<file path="config.mk">
export PLATFORM = sky130hd
export DESIGN_NAME = gce_div
export DESIGN_NICKNAME = d
export VERILOG_FILES = /design/src/sv/gce_pkg.sv /design/src/sv/gce_div.sv
export SDC_FILE = /design/constraint.sdc
export NUM_CORES = 1
export LEC_CHECK = 0
export ABC_AREA = 1
export BUFFER_PORTS_ARGS = -buffer_cell sky130_fd_sc_hd__buf_4
export CORE_UTILIZATION = 45
export CTS_CLUSTER_SIZE = 28
export DETAILED_ROUTE_END_ITERATION = 7
export PLACE_DENSITY = 0.67
export SKIP_LAST_GASP = 1
export SYNTH_ARGS = -nofsm -noshare
export SYNTH_HDL_FRONTEND = slang
export SYNTH_SLANG_ARGS = --single-unit
</file>
<file path="constraint.sdc">
create_clock -name clock -period 2.58 [get_ports clock]
set_input_delay 0.129 -clock clock [delete_from_list [all_inputs] [get_ports clock]]
set_output_delay 0.129 -clock clock [all_outputs]
set_load 0.005 [all_outputs]
</file>
<file path="src/sv/gce_pkg.sv">
// Shared types, constants and helpers for the grouped convolution engine.
// Used by gce_div and grouped_conv2d_engine; depends on nothing else.
`timescale 1ns / 1ps
package gce_pkg;

   localparam int DEF_INPUT_DEPTH  = 16384;
   localparam int DEF_WEIGHT_DEPTH = 4096;
   localparam int DEF_MAX_CHANNELS = 64;

   // Width of the shared divider operands (padded extents and channel counts).
   localparam int DIV_W   = 10;
   // Signed width of input row and column coordinates.
   localparam int COORD_W = 16;
   // Signed width of flat input addresses while they are being built.
   localparam int ADDR_W  = 26;
   // Width of the running weight address.
   localparam int WA_W    = 24;

   typedef enum logic [1:0] {
      OP_LOAD_INPUT  = 2'd0,
      OP_LOAD_WEIGHT = 2'd1,
      OP_LOAD_BIAS   = 2'd2,
      OP_COMPUTE     = 2'd3
   } op_type;

   typedef enum logic [1:0] {
      STATUS_OK      = 2'd0,
      STATUS_OUTSIDE = 2'd1,
      STATUS_KERNEL  = 2'd2,
      STATUS_UNUSED  = 2'd3
   } status_type;

   typedef enum logic [2:0] {
      CSR_IN_CHANNELS  = 3'd0,
      CSR_IN_HEIGHT    = 3'd1,
      CSR_IN_WIDTH     = 3'd2,
      CSR_OUT_CHANNELS = 3'd3,
      CSR_GROUPS       = 3'd4,
      CSR_KERNEL_SIZE  = 3'd5,
      CSR_STRIDE_DIL   = 3'd6,
      CSR_PADS         = 3'd7
   } csr_type;

   typedef enum logic [4:0] {
      S_IDLE,
      S_SPAN_H,
      S_SPAN_W,
      S_DIV_GO,
      S_DIV_WAIT,
      S_GM,
      S_M_HI,
      S_M_WI,
      S_M_HW,
      S_M_DROW,
      S_M_ICH,
      S_M_CHAN,
      S_M_ROW,
      S_M_OC,
      S_M_KH,
      S_M_KW,
      S_RUN,
      S_DRAIN,
      S_OUT
   } state_type;

   // A zero nibble counts as one.
   function automatic logic [3:0] nz_nib(input logic [3:0] v);
      return (v == 4'd0) ? 4'd1 : v;
   endfunction

endpackage

</file>
<file path="src/sv/gce_div.sv">
// Shared restoring divider, one quotient bit per cycle.
// Depends on gce_pkg for the operand width.
`timescale 1ns / 1ps
module gce_div
   import gce_pkg::*;
(
   input  logic             clock,
   input  logic             reset,
   input  logic             start,
   input  logic [DIV_W-1:0] dividend,
   input  logic [DIV_W-1:0] divisor,
   output logic             busy,
   output logic [DIV_W-1:0] quotient
);

   localparam int CNT_W = $clog2(DIV_W + 1);

   logic             busy_ff, busy_in;
   logic [CNT_W-1:0] cnt_ff, cnt_in;
   logic [DIV_W-1:0] rem_ff, rem_in;
   logic [DIV_W-1:0] quo_ff, quo_in;
   logic [DIV_W:0]   trial;
   logic             fits;

   assign trial = {rem_ff, quo_ff[DIV_W-1]};
   assign fits  = trial >= {1'b0, divisor};

   always_comb begin
      busy_in = busy_ff;
      cnt_in  = cnt_ff;
      rem_in  = rem_ff;
      quo_in  = quo_ff;
      if (start) begin
         busy_in = 1'b1;
         cnt_in  = CNT_W'(DIV_W);
         rem_in  = '0;
         quo_in  = dividend;
      end else if (busy_ff) begin
         rem_in = fits ? DIV_W'(trial - {1'b0, divisor}) : trial[DIV_W-1:0];
         quo_in = {quo_ff[DIV_W-2:0], fits};
         cnt_in = cnt_ff - CNT_W'(1);
         if (cnt_ff == CNT_W'(1)) begin
            busy_in = 1'b0;
         end
      end
   end

   always_ff @(posedge clock) begin
      if (reset) begin
         busy_ff <= 1'b0;
         cnt_ff  <= '0;
      end else begin
         busy_ff <= busy_in;
         cnt_ff  <= cnt_in;
      end
      rem_ff <= rem_in;
      quo_ff <= quo_in;
   end

   assign busy     = busy_ff;
   assign quotient = quo_ff;

endmodule

</file>
Word-level counts from Yosys, hierarchy flattened
Cells that the tools add are included.
Storage, ports and cells
  register bits after elaboration: 25
  input port bits: 23
  output and inout bits: 11
  logic and storage cells: 19
Operators by class
  add/sub/neg operators: 2
  order comparisons: 1
  equal/unequal tests: 1
  multiplexer cells: 8
  reductions and logical operators: 2
Operators with widths (count)
  $mux W10: 3
  $ge A11 B10 Y1: 1
  $sub A10 B10 Y10: 1
  $mux W4: 2
  $eq A4 B1 Y1 const B: 1
  $sub A4 B1 Y4 const B: 1
  $mux W1: 3
  $reduce_bool A2 Y1: 1
  $reduce_or A2 Y1: 1

Depth between registers and ports, before layout
  depth after elaboration: 4
  depth in mapped cells: 14
  depth with buffers taken out: 14

Worst setup path before layout
OpenSTA, ideal clock, no wires.
  path type: flip-flop to flip-flop
  from: register quo_ff[9] (netlist: quotient[9])
  to: register rem_ff[6]
  setup time: 0.113 ns
  arrival time: 1.610 ns
  required time: 2.467 ns
  setup slack: 0.857 ns
  stages on the path, launching flop included: 15
  buffers on the path: 0
  period minus slack after synthesis: 1.723 ns
  cells stage by stage: edfxtp_1 -> inv_1 -> ha_1 -> inv_1 -> fa_1 -> nand3_1 -> nand2_1 -> nand2_1 -> nand2_1 -> nand2_1 -> nand2_1 -> inv_1 -> nand2_1 -> nand3_1 -> nand2_1
Between the ends
  longest elaborated chain between the ends: 2
  elaborated cells on any way between the ends: 3
  classes of those cells: add/sub: 1; order compare: 1; mux: 1
RTL lines
  start: declaration: line gce_div.sv:21  | logic [DIV_W-1:0] quo_ff, quo_in;
  start signal: assignment: line gce_div.sv:57  | quo_ff <= quo_in;
  $sub A10 B10 Y10 or $ge A11 B10 Y1 (tied branches): line gce_div.sv:39, gce_div.sv:26
  $mux W10 (*): line gce_div.sv:39  | rem_in = fits ? DIV_W'(trial - {1'b0, divisor}) : trial[DIV_W-1:0];
  end signal: assignment: line gce_div.sv:56  | rem_ff <= rem_in;
  end: declaration: line gce_div.sv:20  | logic [DIV_W-1:0] rem_ff, rem_in;
Every way passes the cells marked *; elsewhere a longest branch is shown, timed or not.
A chain may end at the register's enable or synchronous reset.

Worst setup path after layout
  from: register rem_ff[1]
  to: register rem_ff[0]
Between the ends
  longest elaborated chain between the ends: 2
RTL lines
  $ge A11 B10 Y1: line gce_div.sv:26  | assign fits = trial >= {1'b0, divisor};
  $mux W10: line gce_div.sv:39
Every way passes these cells.

==> impl_metrics.csv <==
group,metric,value,unit
floorplanning,ios,34,
floorplanning,die_area,0.00432,mm^2
placed_design,io_buffers,33,
synthesis,syn_area,0.00183,mm^2
critical_path,path_class,"reg -> reg",
synthesis,yosysUniqueCellTypes,31,
critical_path,crit_family,"simple AND/OR/NAND/NOR gates",
synthesis,ys_seq_elements,25,
clock_network,htreeDepth,1,
timing,setup_viol,0,
clock_network,clockBufferDepth,2,
synthesis,yosysSeqAreaShare,32.9,%
critical_path,slowest_delay,0.50,ns
synthesis,syn-num-nets,291,
final_layout,fin_util,56.3,%
route,drc,0,
pwr,power_leakage,1.17,nW
floorplanning,die_height,65.7,um
clock_network,cts-resized-gates,0,
floorplanning,start_util,48.4,%
route,drt_iter0_drc,86,
floorplanning,rows,22,
timing,worst_slew_pin_slew,0.768,ns
global_routing,grtUsageTotal,18.4,%
route,wl_per_cell,10.7,um
timing,rsz0062_at_grt,"no",
critical_path,critPathCaptureType,"register",
critical_path,cp.arrival,2.27,ns
min_path,hp-class,"in -> reg",
critical_path,cpMostUsedCell,"nand2_1",
global_routing,first_global_vias,1453,
route,viasPerCell,4.68,
global_routing,grt_remaining_overflow,0,
timing,setup_tns,0,ns
final_layout,final_common_cell,"nand2_1",
timing,slew_headroom,48.6,%
route,antenna_left,0,
pwr,vdd_ir_drop_max,389,uV
status,status,"completed",
final_layout,final_cells,335,
clock_network,postCtsSetupBuffers,0,
placed_design,place_inst,331,
final_layout,finalNetCount,324,
final_layout,drive_above_1_share,19.9,%
clock_network,clk_pin_slew,0.09,ns
placed_design,dp_hpwl,2780,um
placed_design,gp_congestion,0.805,
pwr,power.density,419,mW/mm^2
route,firstDrtPassIters,4,
synthesis,ys_warn_count,0,
final_layout,layout_common_cells,"93 x nand2_1, 42 x inv_1, 34 x buf_4",
route,num_vias,1568,
critical_path,critPathMaxFanout,13,
floorplanning,die_x,65.7,um
clock_network,clk_latency,0.27,ns
critical_path,critical_path.cell_chain,"ha_1, nand2_1, nor2_1, nand2_1, nor2_2, nor2_2, nand2_2, nand2_1, nand3_1, o21ai_1",
synthesis,syn_area_per_cell,7.16,um^2
clock_network,cts_inserted_buffers,3,
clock_network,numClockSinks,25,
floorplanning,core,0.00377,mm^2
critical_path,worstPathRequired,2.78,ns
final_layout,num_antenna_cells,0,
critical_path,start_kind,"register",
global_routing,antenna_found_initial,0,
critical_path,crit_path_top_delay_cell,"nor2_2",
timing,period_needed,2.07,ns
timing,hold_violations,0,
pwr,total_power,889,uW
global_routing,grt_max_degree,16,
timing,finClkSkew,0.00608,ns
synthesis,syn_inst,255,
job,maxCapViolCount,0,
clock_network,cts_tree,"done",
global_routing,grt_pass1_wl,6190,um
timing,slew_viol_final,0,
route,postRouteWirelength,3590,um
critical_path,critical_path_buf_inv_count,0,
final_layout,area_growth_syn_to_layout,16.2,%
timing,fmax,0.483,GHz
clock_network,root_buffer,"clkbuf_8",
clock_network,postCtsHoldBufs,0,
timing,finalCritPeriodShare,80.3,%
registers in the layout, summed over array words and instances (netlist names):
name and flops:
cnt_ff 4, busy 1, rem_ff 10, quotient 10
worst paths after layout:
| path | end | cells past startpoint | slack (ns) | from |
|---|---|---|---|---|
| worst max-delay path | rem_ff[0] | 10 | 0.51 | rem_ff[1] |
| worst min-delay path | cnt_ff[3] | 2 | 0.04 | reset |
| worst max register to register | rem_ff[0] | 10 | 0.51 | rem_ff[1] |
| worst min register to register | rem_ff[6] | 2 | 0.47 | rem_ff[6] |
through the flow:
stage	hold slack (ns)	setup slack, ns	cell area (um^2)
after global routing	0.0333	0.299	2120
after global placement	0.317	0.577	2080
final	0.0424	0.509	2120
after floorplan	0.198	0.857	1830
after CTS	0.0334	0.507	2120
after detailed placement	0.326	0.523	2080
power breakdown:
group | total, mW | internal (mW) | leakage, nW | switching (mW)
clock network | 0.226 | 0.108 | 0.0255 | 0.119
registers | 0.456 | 0.440 | 0.225 | 0.0160
logic | 0.206 | 0.0963 | 0.918 | 0.110
metal layers:
layer,vias up,part of all wire [%],global-route usage [%],routed length (um)
li1,863,-,-,-
met1,682,50,23.7,1800
met2,21,47,31.8,1670
met3,2,3.0,4.17,108
met4,0,0.36,2.45,13
met5,-,0,0,0
cell type report:
cell class                      count  area [um^2]
Sequential cell                    25          601
Clock inverter                      1         5.00
Tap cell                           48         60.1
Inverter                           42          158
Timing Repair Buffer               34          255
Multi-Input combinational cell    182         1000
Clock buffer                        3         41.3
Fill cell                         377         1650
logic make-up after synthesis:
family / count (synthesis) / synth area share (%)
simple gates: 149 / 37.4
buf+inv: 48 / 12.2
flops: 25 / 32.9
compound gates: 17 / 6.78
fa+ha+maj: 13 / 9.31
xor+xnor: 3 / 1.44
cell usage after synthesis, drive strengths merged:
cell / n / share of area (%)
inv: 42 / 8.6
a21o: 1 / 0.41
clkbuf: 2 / 0.96
xnor2: 3 / 1.4
nor3: 2 / 1.2
nand3: 22 / 7.1
nor2: 18 / 4.2
ha: 12 / 8.2
o21ai: 5 / 1.4
dfxtp: 15 / 16
a221oi: 1 / 0.48
buf: 4 / 2.6
nand2: 100 / 22
nand4: 1 / 0.34
a31oi: 2 / 0.68
a41oi: 1 / 0.48
edfxtp: 10 / 16
fa: 1 / 1.1
a21oi: 7 / 3.4
nand3b: 6 / 2.5
Note: power is estimated with default switching activity, not from simulation.
